[config.mk]
export PLATFORM = sky130hd
export DESIGN_NAME = cdtc_queue
export DESIGN_NICKNAME = d
export VERILOG_FILES = /design/src/rtl/cdtc_pkg.sv /design/src/rtl/cdtc_queue.sv
export SDC_FILE = /design/constraint.sdc
export NUM_CORES = 1
export LEC_CHECK = 0
export BUFFER_PORTS_ARGS = -buffer_cell sky130_fd_sc_hd__buf_2
export CORE_UTILIZATION = 46
export DETAILED_ROUTE_END_ITERATION = 6
export GPL_ROUTABILITY_DRIVEN = 0
export GPL_TIMING_DRIVEN = 0
export HOLD_SLACK_MARGIN = 0.08
export PLACE_DENSITY = 0.84
export SETUP_SLACK_MARGIN = 0.15
export SLEW_MARGIN = 20
export SYNTH_ARGS = -nofsm -noshare
export SYNTH_HDL_FRONTEND = slang
export SYNTH_SLANG_ARGS = --single-unit
[constraint.sdc]
create_clock -name clk -period 2.95 [get_ports clk]
set_input_delay 0.1475 -clock clk [delete_from_list [all_inputs] [get_ports clk]]
set_output_delay 0.1475 -clock clk [all_outputs]
set_load 0.05 [all_outputs]
[src/rtl/cdtc_pkg.sv]
// Shared types and constants for the colour text display block.
// No dependencies; imported by every module of the block except cdtc_div.
package cdtc_pkg;

  // Default number of text cells, and the widest row index any legal cell count needs.
  localparam int CDTC_TEXT_CELLS = 256;
  localparam int CDTC_ROW_MAX_W  = 10;

  localparam logic [7:0] CDTC_GLYPH_COLUMNS_RST = 8'd16;
  localparam logic [7:0] CDTC_CHAR_RST          = 8'h20;
  localparam logic [7:0] CDTC_COLOUR_RST        = 8'h0F;

  localparam int CDTC_QDEPTH = 2;

  // Input mode codes.
  localparam logic [2:0] MODE_WORD_RD  = 3'd0;
  localparam logic [2:0] MODE_WORD_WR  = 3'd1;
  localparam logic [2:0] MODE_BYTE_RD  = 3'd2;
  localparam logic [2:0] MODE_BYTE_WR  = 3'd3;
  localparam logic [2:0] MODE_RENDER   = 3'd4;
  localparam logic [2:0] MODE_FRAME    = 3'd5;

  typedef enum logic [2:0] {
    CMD_ZERO,
    CMD_RD_MEM,
    CMD_WR_MEM,
    CMD_RD_VEC,
    CMD_WR_VEC,
    CMD_RENDER,
    CMD_FRAME
  } cmd_op_t;

  // Decoded command: one per accepted transfer.
  typedef struct packed {
    cmd_op_t                   op;
    logic                      colour;   // 1: colour store, 0: char store
    logic [CDTC_ROW_MAX_W-1:0] row;
    logic [3:0]                be;       // byte lanes touched
    logic [1:0]                lane;     // lane for byte reads and render
    logic                      is_byte;
    logic [31:0]               data;     // byte writes carry the byte in every lane
    logic                      raise;
  } cmd_t;

  typedef struct packed {
    logic [31:0] read_data;
    logic [7:0]  char_code;
    logic [7:0]  glyph_column;
    logic [7:0]  glyph_row;
    logic [3:0]  fg_index;
    logic [3:0]  bg_index;
    logic        interrupt_request;
    logic [31:0] interrupt_vector;
  } res_t;

  typedef enum logic [1:0] {
    BK_CLEAR,
    BK_IDLE,
    BK_MEM,
    BK_DIV
  } back_state_t;

endpackage

[src/rtl/cdtc_queue.sv]
// Short command queue between front end and back end.
// Depends on cdtc_pkg (cmd_t, CDTC_QDEPTH).
module cdtc_queue import cdtc_pkg::*; (
  input  logic clk,
  input  logic rst_n,
  input  logic push,
  input  cmd_t push_cmd,
  input  logic pop,
  output cmd_t head,
  output logic empty,
  output logic full
);

  localparam int PTR_W = (CDTC_QDEPTH > 1) ? $clog2(CDTC_QDEPTH) : 1;
  localparam int CNT_W = $clog2(CDTC_QDEPTH + 1);

  cmd_t             entry_r [CDTC_QDEPTH];
  logic [PTR_W-1:0] wr_ptr_r, wr_ptr_nxt;
  logic [PTR_W-1:0] rd_ptr_r, rd_ptr_nxt;
  logic [CNT_W-1:0] count_r, count_nxt;

  assign empty = (count_r == '0);
  assign full  = (count_r == CNT_W'(CDTC_QDEPTH));
  assign head  = entry_r[rd_ptr_r];

  always_comb begin
    wr_ptr_nxt = wr_ptr_r;
    rd_ptr_nxt = rd_ptr_r;
    count_nxt  = count_r;
    if (push) begin
      wr_ptr_nxt = (wr_ptr_r == PTR_W'(CDTC_QDEPTH - 1)) ? '0 : wr_ptr_r + 1'b1;
    end
    if (pop) begin
      rd_ptr_nxt = (rd_ptr_r == PTR_W'(CDTC_QDEPTH - 1)) ? '0 : rd_ptr_r + 1'b1;
    end
    if (push && !pop) begin
      count_nxt = count_r + 1'b1;
    end else if (pop && !push) begin
      count_nxt = count_r - 1'b1;
    end
  end

  always_ff @(posedge clk) begin
    if (!rst_n) begin
      wr_ptr_r <= '0;
      rd_ptr_r <= '0;
      count_r  <= '0;
    end else begin
      wr_ptr_r <= wr_ptr_nxt;
      rd_ptr_r <= rd_ptr_nxt;
      count_r  <= count_nxt;
    end
  end

  always_ff @(posedge clk) begin
    if (push) begin
      entry_r[wr_ptr_r] <= push_cmd;
    end
  end

endmodule

==> flow_summary.json <==
{
  "drtPass1Iterations": 6,
  "routed_wl_mm": 7.991,
  "seq_power_share": 0.399,
  "root_buffer": "clkbuf_8",
  "antenna_found_initial": 0,
  "rows": 34,
  "syn2layout_area_growth_pct": 47.85,
  "post-route-period-util": 0.6650,
  "critPathKind": "register to output pin",
  "vias_per_cell": 4.801,
  "tns_ns": 0,
  "syn_area_per_cell_um2": 21.74,
  "ys_seq_area_frac": 0.8092,
  "dpl.hpwl_mm": 4.549,
  "path_cells": "buf_2 -> buf_6 -> mux2_2 -> buf_2",
  "start_util": 0.4737,
  "syn_area_mm2": 0.004131,
  "clkPwrFrac": 0.453,
  "endpoint_kind": "output pin",
  "setup_violations": 0,
  "vdd_ir_drop_max_uv": 554.6,
  "cts_sinks": 113,
  "cts_buffers": 17,
  "utilization": 0.7004,
  "postCtsSetupRepairBufs": 0,
  "power_density_mw_per_mm2": 770.9,
  "drive_above_1_share": 0.5241,
  "clkTransAtPathRegs_ns": 0.05,
  "synthesis.instances": 190,
  "grt_pass1_wl_mm": 12.92,
  "grt_max_degree": 55,
  "finalCriticalPeriod_ns": 1.962,
  "io_buffers": 113,
  "htree_levels": 4,
  "hp-class": "input pin to register",
  "slew_viol_final": 0,
  "ys_ff_latch": 113,
  "synthDistinctLibCells": 17,
  "cp_slowest_cell": "mux2_2",
  "dieArea_mm2": 0.009364,
  "dr_total_vias": 2415,
  "critPathMaxFanout": 10,
  "hold_violations": 0,
  "fin_nets": 441,
  "routedWlPerCell_um": 15.89,
  "arrival_ns": 1.81,
  "num_antenna_cells": 0,
  "core-area_mm2": 0.008721,
  "p_comb_frac": 0.148,
  "relSlewSlack": 0.5064,
  "placedCellCount": 413,
  "multi_input_comb_area_um2": 733.2,
  "tritoncts": "yes",
  "synthesis.nets": 249,
  "rsz0062_at_grt": "false",
  "drv_cap": 0,
  "seq_area_mm2": 0.003343,
  "drcViolationCount": 0,
  "instances_no_fill": 503,
  "required_ns": 2.80,
  "grtUsageTotal": 0.1843,
  "switchingPower_w": 0.001156,
  "crit_top_cell": "buf_2",
  "clk_latency_ns": 0.49,
  "overflow": 0,
  "final_antenna_net_count": 0,
  "swShare": 0.2454,
  "cp_slowest_stage_delay_ns": 0.35,
  "p_int_w": 0.003554,
  "cts_buffer_depth": 2,
  "drtIter0Drc": 91,
  "nFillCells": 554,
  "tightest_slew_ns": 0.7404,
  "max_freq_ghz": 0.5097,
  "io_pins": 114,
  "die_h_um": 96.77,
  "worst_clock_skew_ns": 0.007386,
  "start_kind": "register",
  "grt_pass1_vias": 2679,
  "p_leak_nw": 2.370,
  "die_x_um": 96.77,
  "status": "complete, no violations",
  "synth_warnings": 0
}
==> metrics by stage <==
step	setup slack, ns	area (µm²)	power, W	hold slack [ns]
floorplan	0.7844	4134	0.002374	0.2464
global placement	0.04911	4835	0.002515	0.3359
detailed placement	1.472	4897	0.002543	0.3386
CTS	0.9266	6108	0.004750	0.3466
global route	0.8787	6108	0.004854	0.3523
finish	0.9882	6108	0.004709	0.3740
==> worst max-delay path, delay by kind of cell (launching register included) <==
kind                   cells  cell delay, ns
multiplexers               1            0.35
buffers and inverters      3            0.67
flip-flops                 1            0.30
==> Yosys cell counts <==
cell | number | area share
and2b_2 | 1 | 0.0021
mux2_2 | 54 | 0.15
nor2_1 | 1 | 0.00091
inv_1 | 1 | 0.00091
dfxtp_1 | 5 | 0.024
xnor2_1 | 1 | 0.0021
or3_1 | 1 | 0.0015
nor2b_1 | 2 | 0.0030
a21boi_1 | 1 | 0.0018
xor2_1 | 2 | 0.0042
o21a_1 | 1 | 0.0018
buf_6 | 5 | 0.014
ha_1 | 1 | 0.0030
and2_1 | 4 | 0.0061
buf_2 | 1 | 0.0012
o21ai_0 | 1 | 0.0012
edfxtp_1 | 108 | 0.78
==> per-layer routing <==
metal / track usage / part of all wire / up-vias
met3: 0.05275 / 0.043 / 11
li1: - / - / 1138
met5: 0 / 0 / -
met2: 0.3445 / 0.55 / 76
met4: 0.08037 / 0.015 / 0
met1: 0.1895 / 0.39 / 1190
==> power by group through the flow <==
| stage | Clock [W] | Sequential [W] | Combinational (W) |
|---|---|---|---|
| final | 0.00213 | 0.00188 | 0.000697 |
| after global routing | 0.00223 | 0.00189 | 0.000733 |
| after CTS | 0.00217 | 0.00188 | 0.000698 |
| after detailed placement | 0 | 0.00191 | 0.000634 |
| after global placement | 0 | 0.00191 | 0.000608 |
| after floorplan | 0 | 0.00190 | 0.000471 |
==> final cells by class <==
class / count / area share
clock inverters: 14 / 0.03482
clock buffers: 18 / 0.06841
well taps: 108 / 0.02212
plain buffers: 6 / 0.01004
inverters: 1 / 0.0006145
flip-flops and latches: 113 / 0.5473
repair buffers: 173 / 0.1966
multi-input cells: 70 / 0.1200
==> final timing paths <==
kind	startpoint	end	slack, ns	depth (start not counted)
min reg2reg	count_r[1]	count_r[1]	0.54	2
min	push_cmd[39]	entry_r[1][39]	0.37	2
max	register	head[16]	0.99	4
max reg2reg	wr_ptr_r	entry_r[1][27]	1.47	1
==> flip-flops by register name, indices dropped and copies added (netlist names), named ones only <==
| name | cells |
|---|---|
| count_r | 2 |
| rd_ptr_r | 1 |
| wr_ptr_r | 1 |
| entry_r | 108 |
==> placed cells by master (no fill, tap or decap) <==
cell type,instances
a21boi_1,1
and2_1,3
and2_4,1
and2b_2,1
buf_16,2
buf_2,114
buf_6,5
bufinv_16,5
clkbuf_1,1
clkbuf_16,16
clkbuf_8,1
clkinv_1,2
clkinv_2,1
clkinv_4,3
clkinvlp_4,2
dfxtp_1,5
dlygate4sd3_1,58
edfxtp_1,108
ha_1,1
inv_1,1
inv_6,1
mux2_2,54
nor2_1,1
nor2b_1,1
nor2b_4,1
o21a_1,1
o21ai_0,1
or3_1,1
xnor2_1,1
xor2_1,2
==> logic make-up (layout without fill, tap and decap cells) <==
| logic type | Yosys count | after routing | synth area share |
|---|---|---|---|
| AOI/OAI and AO/OA | 3 | 3 | 0.004846 |
| and+or+nand+nor | 9 | 9 | 0.01363 |
| DFF | 113 | 113 | 0.8092 |
| adders and majority gates | 1 | 1 | 0.003028 |
| xor gates and xnor gates | 3 | 3 | 0.006361 |
| buffers and inverters | 7 | 212 | 0.01575 |
| muxes | 54 | 54 | 0.1472 |
==> repair_timing <==
action | CTS | global route
gates resized for setup | 0 | 0
hold buffers | 58 | 0
hold endpoints to repair | 113 | 0
Note: power is estimated with default switching activity, not from simulation.
